===== src/hdl/mrpc_pkg.sv =====
// Shared types, character codes and code matching helpers for the meter readout calculator.
package mrpc_pkg;

   localparam int NUM_CODES = 5;

   localparam logic [2:0] CODE_TIME = 3'd0;
   localparam logic [2:0] CODE_BATT = 3'd1;
   localparam logic [2:0] CODE_ACT  = 3'd2;
   localparam logic [2:0] CODE_IND  = 3'd3;
   localparam logic [2:0] CODE_CAP  = 3'd4;

   localparam logic [7:0] CH_BANG   = 8'h21;
   localparam logic [7:0] CH_RPAREN = 8'h29;
   localparam logic [7:0] CH_STAR   = 8'h2A;
   localparam logic [7:0] CH_DOT    = 8'h2E;
   localparam logic [7:0] CH_ZERO   = 8'h30;
   localparam logic [7:0] CH_NINE   = 8'h39;

   localparam logic [7:0] CODE_TEXT [0:4][0:7] = '{
      '{"0", ".", "9", ".", "1", "(", 8'h00, 8'h00},
      '{"C", ".", "6", ".", "3", "(", 8'h00, 8'h00},
      '{"1", ".", "8", ".", "0", "(", 8'h00, 8'h00},
      '{"1", "3", "0", ".", "8", ".", "0", "("},
      '{"1", "3", "1", ".", "8", ".", "0", "("}
   };
   localparam logic [3:0] CODE_LEN [0:4] = '{4'd6, 4'd6, 4'd6, 4'd8, 4'd8};

   localparam logic [31:0] SECS_PER_DAY  = 32'd86400;
   localparam logic [11:0] SECS_PER_HOUR = 12'd3600;
   localparam logic [30:0] SAT31         = 31'h7FFF_FFFF;

   // one decoded frame handed from the parser to the arithmetic side
   typedef struct packed {
      logic [6:0]  hour;
      logic [6:0]  minute;
      logic [6:0]  second;
      logic [9:0]  battery;
      logic [29:0] act;
      logic [29:0] ind;
      logic [29:0] cap;
      logic [2:0]  mask;
   } frame_type;

   typedef struct packed {
      logic [6:0]  hour;
      logic [6:0]  minute;
      logic [6:0]  second;
      logic [9:0]  battery_level;
      logic [31:0] active_energy_delta;
      logic [31:0] inductive_energy_delta;
      logic [31:0] capacitive_energy_delta;
      logic        reactive_is_inductive;
      logic [30:0] active_power;
      logic [30:0] reactive_power;
      logic [31:0] apparent_power;
      logic [6:0]  power_factor;
   } result_type;

   function automatic logic is_digit(input logic [7:0] c);
      return (c >= CH_ZERO) && (c <= CH_NINE);
   endfunction

   // next partial-match length for one code after byte c
   function automatic logic [3:0] advance(input int code, input logic [3:0] k_in,
                                          input logic [7:0] c);
      logic [3:0] k;
      logic [3:0] res;
      logic       ok;
      logic       found;
      int         idx;
      k     = (k_in >= CODE_LEN[code]) ? 4'd0 : k_in;
      res   = 4'd0;
      found = 1'b0;
      idx   = 0;
      for (int n = 8; n >= 1; n--) begin
         if (!found && (n <= int'(k) + 1)) begin
            ok = (CODE_TEXT[code][n-1] == c);
            for (int i = 0; i < 7; i++) begin
               if (i + 1 < n) begin
                  idx = int'(k) + 1 - n + i;
                  if (CODE_TEXT[code][i] != CODE_TEXT[code][idx[2:0]]) ok = 1'b0;
               end
            end
            if (ok) begin
               res   = 4'(n);
               found = 1'b1;
            end
         end
      end
      return res;
   endfunction

endpackage


===== src/hdl/mrpc_front.sv =====
// Telegram parser: code matching, value capture and decoding, frame end detection.
module mrpc_front
   import mrpc_pkg::*;
#(
   parameter int MAX_FRAME_BYTES = 1024,
   parameter int MAX_VALUE_CHARS = 10
) (
   input  logic       clock,
   input  logic       reset,
   input  logic       accept,
   input  logic [7:0] rx_byte,
   output logic       frame_push,
   output frame_type  frame
);

   localparam int CNT_W = $clog2(MAX_FRAME_BYTES);
   localparam int LEN_W = $clog2(MAX_VALUE_CHARS + 1);

   logic             phase_ff, phase_in;
   logic [2:0]       tag_ff [NUM_CODES];
   logic [2:0]       tag_in [NUM_CODES];
   logic [4:0]       seen_ff, seen_in;
   logic [2:0]       cap_ff, cap_in;
   logic [LEN_W-1:0] len_ff, len_in;
   logic             ovf_ff, ovf_in;
   logic             bad_ff, bad_in;
   logic [29:0]      acc_ff, acc_in;
   logic [7:0]       ch_ff [8];
   logic [7:0]       ch_in [8];
   logic [CNT_W-1:0] count_ff, count_in;
   logic [6:0]       hour_ff, hour_in, min_ff, min_in, sec_ff, sec_in;
   logic [9:0]       batt_ff, batt_in;
   logic [29:0]      nen_ff [3];
   logic [29:0]      nen_in [3];
   logic [2:0]       nval_ff, nval_in;
   logic             done;
   logic             best_found;
   logic [2:0]       best;
   logic [3:0]       n;
   logic [1:0]       e;

   function automatic logic [6:0] two(input logic [7:0] a, input logic [7:0] b);
      return 7'(a[3:0]) * 7'd10 + 7'(b[3:0]);
   endfunction

   always_comb begin
      phase_in   = phase_ff;
      tag_in     = tag_ff;
      seen_in    = seen_ff;
      cap_in     = cap_ff;
      len_in     = len_ff;
      ovf_in     = ovf_ff;
      bad_in     = bad_ff;
      acc_in     = acc_ff;
      ch_in      = ch_ff;
      count_in   = count_ff;
      hour_in    = hour_ff;
      min_in     = min_ff;
      sec_in     = sec_ff;
      batt_in    = batt_ff;
      nen_in     = nen_ff;
      nval_in    = nval_ff;
      done       = 1'b0;
      best_found = 1'b0;
      best       = 3'd0;
      n          = 4'd0;
      e          = cap_ff[1:0] - 2'd2;
      frame      = '0;
      if (accept) begin
         count_in = count_ff + CNT_W'(1);
         done     = (rx_byte == CH_BANG) || (count_ff == CNT_W'(MAX_FRAME_BYTES - 1));
         if (rx_byte != CH_BANG) begin
            if (phase_ff) begin
               if (rx_byte == CH_RPAREN || rx_byte == CH_STAR) begin
                  case (cap_ff)
                     CODE_TIME: begin
                        if (len_ff >= LEN_W'(8) && is_digit(ch_ff[0]) && is_digit(ch_ff[1]) &&
                            is_digit(ch_ff[3]) && is_digit(ch_ff[4]) &&
                            is_digit(ch_ff[6]) && is_digit(ch_ff[7])) begin
                           hour_in = two(ch_ff[0], ch_ff[1]);
                           min_in  = two(ch_ff[3], ch_ff[4]);
                           sec_in  = two(ch_ff[6], ch_ff[7]);
                        end
                     end
                     CODE_BATT: begin
                        if (len_ff >= LEN_W'(4) && is_digit(ch_ff[0]) && is_digit(ch_ff[2]) &&
                            is_digit(ch_ff[3])) begin
                           batt_in = 10'(ch_ff[0][3:0]) * 10'd100 +
                                     10'(two(ch_ff[2], ch_ff[3]));
                        end
                     end
                     CODE_ACT, CODE_IND, CODE_CAP: begin
                        if (len_ff == LEN_W'(9) && !ovf_ff && !bad_ff) begin
                           nen_in[e]  = acc_ff;
                           nval_in[e] = 1'b1;
                        end
                     end
                     default: ;
                  endcase
                  phase_in = 1'b0;
                  for (int k = 0; k < NUM_CODES; k++) tag_in[k] = 3'd0;
               end else if (len_ff < LEN_W'(MAX_VALUE_CHARS)) begin
                  for (int i = 0; i < 8; i++) begin
                     if (len_ff == LEN_W'(i)) ch_in[i] = rx_byte;
                  end
                  len_in = len_ff + LEN_W'(1);
                  // running energy value, dots skipped
                  if (is_digit(rx_byte)) begin
                     acc_in = 30'(acc_ff * 30'd10) + 30'(rx_byte[3:0]);
                  end else if (rx_byte != CH_DOT) begin
                     bad_in = 1'b1;
                  end
               end else begin
                  ovf_in = 1'b1;
               end
            end else begin
               for (int k = 0; k < NUM_CODES; k++) begin
                  n = advance(k, {1'b0, tag_ff[k]}, rx_byte);
                  if (n == CODE_LEN[k]) begin
                     tag_in[k] = 3'd0;
                     if (!best_found || CODE_LEN[k] > CODE_LEN[best]) begin
                        best       = 3'(k);
                        best_found = 1'b1;
                     end
                  end else begin
                     tag_in[k] = n[2:0];
                  end
               end
               if (best_found && !seen_ff[best]) begin
                  seen_in[best] = 1'b1;
                  cap_in        = best;
                  phase_in      = 1'b1;
                  len_in        = '0;
                  ovf_in        = 1'b0;
                  bad_in        = 1'b0;
                  acc_in        = '0;
               end
            end
         end
         if (done) begin
            frame.hour    = hour_in;
            frame.minute  = min_in;
            frame.second  = sec_in;
            frame.battery = batt_in;
            frame.act     = nen_in[0];
            frame.ind     = nen_in[1];
            frame.cap     = nen_in[2];
            frame.mask    = nval_in;
            phase_in      = 1'b0;
            for (int k = 0; k < NUM_CODES; k++) tag_in[k] = 3'd0;
            seen_in  = '0;
            cap_in   = CODE_TIME;
            len_in   = '0;
            ovf_in   = 1'b0;
            count_in = '0;
            nval_in  = '0;
         end
      end
   end

   assign frame_push = done;

   always_ff @(posedge clock) begin
      if (reset) begin
         phase_ff <= 1'b0;
         for (int k = 0; k < NUM_CODES; k++) tag_ff[k] <= 3'd0;
         seen_ff  <= '0;
         cap_ff   <= CODE_TIME;
         len_ff   <= '0;
         ovf_ff   <= 1'b0;
         bad_ff   <= 1'b0;
         acc_ff   <= '0;
         count_ff <= '0;
         hour_ff  <= '0;
         min_ff   <= '0;
         sec_ff   <= '0;
         batt_ff  <= '0;
         for (int i = 0; i < 3; i++) nen_ff[i] <= '0;
         nval_ff  <= '0;
      end else begin
         phase_ff <= phase_in;
         tag_ff   <= tag_in;
         seen_ff  <= seen_in;
         cap_ff   <= cap_in;
         len_ff   <= len_in;
         ovf_ff   <= ovf_in;
         bad_ff   <= bad_in;
         acc_ff   <= acc_in;
         count_ff <= count_in;
         hour_ff  <= hour_in;
         min_ff   <= min_in;
         sec_ff   <= sec_in;
         batt_ff  <= batt_in;
         nen_ff   <= nen_in;
         nval_ff  <= nval_in;
      end
      ch_ff <= ch_in;
   end

endmodule


===== config.mk =====
export PLATFORM = sky130hd
export DESIGN_NAME = mrpc_front
export DESIGN_NICKNAME = d
export VERILOG_FILES = /design/src/hdl/mrpc_pkg.sv /design/src/hdl/mrpc_front.sv
export SDC_FILE = /design/constraint.sdc
export NUM_CORES = 1
export LEC_CHECK = 0
export BUFFER_PORTS_ARGS = -buffer_cell sky130_fd_sc_hd__buf_2
export CAP_MARGIN = 40
export CORE_UTILIZATION = 45
export DETAILED_ROUTE_END_ITERATION = 6
export PLACE_DENSITY = 0.62
export SETUP_SLACK_MARGIN = 0.02
export SLEW_MARGIN = 20
export SYNTH_ARGS = -nofsm -noshare
export SYNTH_HDL_FRONTEND = slang
export SYNTH_SLANG_ARGS = --single-unit

===== constraint.sdc =====
create_clock -name clock -period 6.3 [get_ports clock]
set_clock_uncertainty 0.1 [all_clocks]
set_input_delay 0 -clock clock [delete_from_list [all_inputs] [get_ports clock]]
set_output_delay 0 -clock clock [all_outputs]
set_load 0.005 [all_outputs]

# After elaboration in Yosys (flattened, before gate mapping)
# Memories as Yosys holds them, arrays and structs flattened.
# Index checks and enable logic that the tools add are counted.
# word_totals
regBits	250
latch_bits	0
mem_bits_rw	0
romBits	9088
in_bits	11
output_inout_bits	125
memories	144
# mem_list
memory	depth	width	rd	rd_ports_with_merged_regs	wr	line	rtl
(no name shown)	8	8	1	0	0	mrpc_pkg.sv:81	if (CODE_TEXT[code][i] != CODE_TEXT[code][idx[2:0]]) ok = 1'b0;
(no name shown)	8	8	1	0	0	mrpc_pkg.sv:81	
(no name shown)	8	8	1	0	0	mrpc_pkg.sv:81	
(no name shown)	8	8	1	0	0	mrpc_pkg.sv:81	
(no name shown)	8	8	1	0	0	mrpc_pkg.sv:81	
(no name shown)	8	8	1	0	0	mrpc_pkg.sv:81	
138 more memories	--	--	--	--	--	--	
# classes
n_addsub	154
n_mul	6
div_mod_pow	0
magnitude_cmp	216
eq_ne	178
n_shift	0
muxes	1030
n_bitwise	148
n_reduce_logical	131
# op_table
operator	n
8-bit two-way mux	280
6-bit by 8-bit inequality test with 1-bit output (first input constant)	130
4-bit two-way mux	163
4-bit greater-or-equal comparator (second input constant)	145
3-bit inverter with 4-bit output	144
1-bit two-way mux	499
90-bit two-way mux	5
124-bit two-way mux	2
3-bit adder (second input constant)	70
30-bit two-way mux	6
3-bit two-way mux	41
3-bit by 2-bit adder with 3-bit output (second input constant)	35
7-bit two-way mux	15
90-bit bitwise mux	1
3-bit by 4-bit less-or-equal comparator with 1-bit output (first input constant)	20
3-bit subtractor (second input constant)	25
6-bit by 8-bit == test with 1-bit output (first input constant)	8
8-bit by 6-bit greater-or-equal comparator with 1-bit output (second input constant)	8
8-bit by 6-bit less-or-equal comparator with 1-bit output (second input constant)	8
30-bit demux with 2-bit select	1
10-bit two-way mux	6
15-bit two-way mux	4
1-bit logical AND	58
7-bit by 8-bit inequality test with 1-bit output (first input constant)	7
other kinds (63)	182

# Depth between registers and ports, before layout
# depth
depth_word	151
mapped_depth	19

# Least setup slack after synthesis
# OpenSTA, ideal clock, no wires.
# synth_path
path_kind	flip-flop to flip-flop
startpoint	register tag_ff[0] in the netlist's numbering
endpoint	register len_ff[1]
arrival_time_ns	4.527
slack_ns	1.603
path_stages_with_launch	20
n_path_buf	3
synth_period_minus_slack_ns	4.697
path_cell_list	dfxtp_1 > clkbuf_1 > clkinv_1 > ha_1 > clkbuf_1 > inv_1 > ha_1 > clkbuf_1 > inv_1 > ha_1 > nor4b_1 > nand3_1 > or4_4 > or2_4 > o221a_1 > o21a_1 > o311ai_4 > nor2_1 > or3_1 > a21oi_1
# synth_between
elab_chain_cells	76
word_cells_on_any_way	328
# synth_lines
element	line	rtl
from (decl)	mrpc_front.sv:20	logic [2:0] tag_ff [NUM_CODES];
from (signal assigned)	mrpc_front.sv:182	tag_ff <= tag_in;
3-bit by 1-bit adder with 4-bit output *	mrpc_pkg.sv:76	if (!found && (n <= int'(k) + 1)) begin
3-bit by 1-bit subtractor with 3-bit output	mrpc_pkg.sv:80	idx = int'(k) + 1 - n + i;
3-bit by 2-bit adder with 3-bit output or 3-bit inverter with 4-bit output (tied branches)	mrpc_pkg.sv:80, mrpc_pkg.sv:81	
3-bit inverter with 4-bit output (implied by the code) or memory 8 x 8 bit (tied branches)	--	
memory 8 x 8 bit or 8-bit two-way mux (tied branches)	--	
8-bit two-way mux (implied by the code)	mrpc_pkg.sv:81	
8-bit two-way mux (implied by the code) or 6-bit by 8-bit inequality test with 1-bit output (tied branches)	mrpc_pkg.sv:81	
6-bit by 8-bit inequality test with 1-bit output or 1-bit two-way mux (tied branches)	mrpc_pkg.sv:81	
[... 60 more ...]	--	
3-bit two-way mux	mrpc_front.sv:72	if (rx_byte != CH_BANG) begin
3-bit two-way mux	mrpc_front.sv:69	if (accept) begin
1-bit binary-select mux with 3-bit select	mrpc_front.sv:129	if (best_found && !seen_ff[best]) begin
1-bit two-way mux (implied by the code)	mrpc_front.sv:129	
1-bit zero test	mrpc_front.sv:129	
1-bit logical AND *	mrpc_front.sv:129	
3-bit nonzero test (no line) *	--	
5-bit AND reduction (no line) *	--	
to (signal assigned)	mrpc_front.sv:185	len_ff <= len_in;
to (decl)	mrpc_front.sv:24	logic [LEN_W-1:0] len_ff, len_in;
# Mark *: on every way between the ends. The rest lies on a longest branch, timed or not. The select of a mux whose other input is x is not followed.
# A chain may end at the register's enable or synchronous reset.

# Final worst setup path
# layout_path
startpoint	register tag_ff[1] in the netlist's numbering
endpoint	register acc_ff[12]
# layout_between
elab_chain_cells	76
word_cells_on_any_way	328
# layout_lines
element	line	rtl
3-bit by 1-bit adder with 4-bit output *	mrpc_pkg.sv:76	
3-bit by 1-bit subtractor with 3-bit output	mrpc_pkg.sv:80	
3-bit by 2-bit adder with 3-bit output or 3-bit inverter with 4-bit output (tied branches)	mrpc_pkg.sv:80, mrpc_pkg.sv:81	
3-bit inverter with 4-bit output (implied by the code) or memory 8 x 8 bit (tied branches)	--	
memory 8 x 8 bit or 8-bit two-way mux (tied branches)	--	
8-bit two-way mux (implied by the code)	mrpc_pkg.sv:81	
8-bit two-way mux (implied by the code) or 6-bit by 8-bit inequality test with 1-bit output (tied branches)	mrpc_pkg.sv:81	
6-bit by 8-bit inequality test with 1-bit output or 1-bit two-way mux (tied branches)	mrpc_pkg.sv:81	
[... 60 more ...]	--	
3-bit two-way mux	mrpc_front.sv:72	
3-bit two-way mux	mrpc_front.sv:69	
1-bit binary-select mux with 3-bit select	mrpc_front.sv:129	
1-bit two-way mux (implied by the code)	mrpc_front.sv:129	
1-bit zero test	mrpc_front.sv:129	
1-bit logical AND *	mrpc_front.sv:129	
2-bit nonzero test (no line) *	--	
6-bit AND reduction (no line) *	--	
to (signal assigned)	mrpc_front.sv:188	acc_ff <= acc_in;
to (decl)	mrpc_front.sv:27	logic [29:0] acc_ff, acc_in;
# Marked as above.

==> run metrics <==
placer congestion estimate=0.876; 1st-iter DRT viols=936; ANT nets after route=0; Mapped Avg Cell Area=7.87 um^2; min-delay worst type=input port to register; most frequent CP cell=ha_1; Rows=70; Post-layout nets=roughly 2400; share of layout cells above drive strength 1=10.7%; dpl cells=~2700; Post-synth EDFFs=56; total grt overflow=0; largest net degree at the start of global routing=84; DP HPWL=32500 um; I/O Buffers=around 140; DR pass1 iterations=6; Net Count, Synth=between 2000 and 2500; Via Count=15200; CP arrival=about 5.9 ns; cell area power density=between 150 and 200 mW/mm^2; CTS tree=built; Total GRT Usage=23.8%; worst slew pin tran=0.802 ns; P&R area growth vs syn=13.9%; Worst Setup SP=tag_ff[1]; cell with the most instances after synthesis=nand2_1; Worst R2R Start=tag_ff[1]; clock-pin slew on the worst setup and hold paths=0.06 ns; Worst R2R Path Depth=17; Hold Path Depth=2; Clock Latency Late Sink=0.59 ns; initial core utilization=~46%; Area contributors post-synth=dfxtp_1, ha_1, nand2_1, edfxtp_1, a21oi_1; final hold vios=0; core area=0.0368 mm^2; Peak Freq=181 MHz; most area-hungry cell type in the Yosys netlist=dfxtp_1; crit-path leading delay family=simple AND/OR/NAND/NOR gates; synth cell count leaders=nand2_1, a21oi_1, dfxtp_1, ha_1, nor2_1; Synth Instances=2148; CTS Buf Count=30; IO Pins=136; slowest cell on the critical path=or4_4; synth warn=0; post-cts resize count=0; number of fill cells in the layout=3535; DIE WIDTH=196 um; leakage=approximately 7.6 nW; Max-cap violations=0; period utilisation layout=87.7%; DRT Wirelength=46100 um; crit path time final=5.52 ns; top cell type's share of synthesized area=23.0%; status=finished clean; Main synth FF type=dfxtp_1; Post-synth ARST share=0%; first-pass GRT wire length=approximately 76000 um; buffers and inverters on the worst path=4; CP endpoint kind=register; CTS root buf=clkbuf_16; sequential share of the synthesized area=32.9%; Max-Slew Margin vs Limit=between 40% and 50%; # diodes=0; vias in the first global route=14800; clock sink total=between 200 and 300; CP cell instances=ha_1, inv_1, ha_1, inv_1, ha_1, ha_1, nand3_1, or4_1, or4_4, or2_4, o221a_1, or3_1, o211ai_1, buf_4, buf_4, nand2_1, a21oi_1; Synth cell types=77; Critical Path Max Stage Delay=0.55 ns; synthesized area=0.0169 mm^2; Sum Neg Setup Slack=0 ns; RSZ-0062 raised after global routing=false; Slew Viols, Final=0; drt drc=0; final setup fails=0; critical path depth=17; #FFs+latches synth=250; Peak VDD IR=222 uV; initial antenna violation count=0; Via density=approximately 5.6; Final Non-Filler Cells=2735; die area=0.0384 mm^2; clock buffer depth=3; critical path launch point type=register; Req. time, crit path=6.69 ns; CTS H-tree depth=1; Critical Path Fanout Max=11; Setup CP Type=register to register; Hold Startpoint=rx_byte[7]; Avg WL per Cell=between 15 and 20 um; Vert. Die Dim=approximately 200 um
==> layout by cell type (no fill, tap or decap), drive strengths merged, types with 39 or more instances in the layout <==
master	instances
nand3	48
xnor2	56
buf	167
nor3	46
dfxtp	194
ha	180
mux2i	44
clkbuf	39
inv	62
nor2	154
edfxtp	56
a21oi	281
o21ai	50
nand2	509
==> per-layer routing <==
metal / vias to the layer above / wire length [um] / track usage [%]
li1: 7636 / - / -
met1: 7157 / 21200 / 31.8
met2: 377 / 22000 / 41.1
met3: 59 / 2010 / 2.68
met4: 0 / 885 / 5.61
met5: - / 0 / 0
==> final cells by class <==
cell class                      instances  area, um^2  area share (%)
Inverter                               63         236            1.23
Clock buffer                           38         821            4.26
Sequential cell                       250        5570            28.9
Clock inverter                         18         230            1.19
Timing Repair Buffer                  178        1110            5.76
Tap cell                              468         586            3.04
Multi-Input combinational cell       1720       10700            55.6
==> cell families after synthesis <==
family / synth area share (%)
simple gates: 25.2
buf+inv: 3.97
xor+xnor: 4.51
fa+ha+maj: 15.0
mux: 2.74
compound gates: 15.7
flops: 32.9
==> metrics by stage <==
stage                     power, mW  util (%)  hold slack (ns)  area, um^2  worst slack [ns]
after global placement         1.74      48.8            0.271       18000             0.733
after floorplan                1.71         -         -0.00113       16900              1.60
final                          3.53      52.4            0.215       19300             0.778
after CTS                      3.57      52.4            0.193       19300             0.829
after global routing           3.64      52.4            0.226       19300             0.434
after detailed placement       1.74      49.2            0.274       18100             0.843
==> power breakdown <==
part | switching, mW | leakage [nW] | internal (mW)
Sequential | 0.00165 | 2.07 | 1.64
Clock | 0.724 | 0.491 | 1.09
Combinational | 0.0557 | 5.05 | 0.0186
Total | 0.782 | 7.61 | 2.75
==> flip-flops by register name, indices dropped and copies added, names as in the netlist <==
name	cells
count_ff	10
cap_ff	3
ovf_ff	1
bad_ff	1
ch_ff	56
hour_ff	7
nen_ff	90
len_ff	4
nval_ff	3
phase_ff	1
sec_ff	7
min_ff	7
tag_ff	15
batt_ff	10
seen_ff	5
acc_ff	30
==> worst reg2reg max path: stages (launching register included) <==
cell	delay (ns)
dfxtp_1	0.54
ha_1	0.37
inv_1	0.15
ha_1	0.47
inv_1	0.19
ha_1	0.52
ha_1	0.21
nand3_1	0.10
or4_1	0.53
or4_4	0.55
or2_4	0.27
o221a_1	0.27
or3_1	0.31
o211ai_1	0.23
buf_4	0.26
buf_4	0.18
nand2_1	0.07
a21oi_1	0.14
==> worst paths after layout <==
check                    end  slack (ns)
hold / removal      ch_ff[7]        0.22
setup / recovery  acc_ff[12]        0.78
hold reg to reg   batt_ff[0]        0.35
setup reg to reg  acc_ff[12]        0.78
==> timing repair <==
item	4_1_cts	5_1_grt
buffers inserted	0	0
endpoints found under the hold margin	140	0
hold buffers	10	0
(Power assumes the default switching activity.)
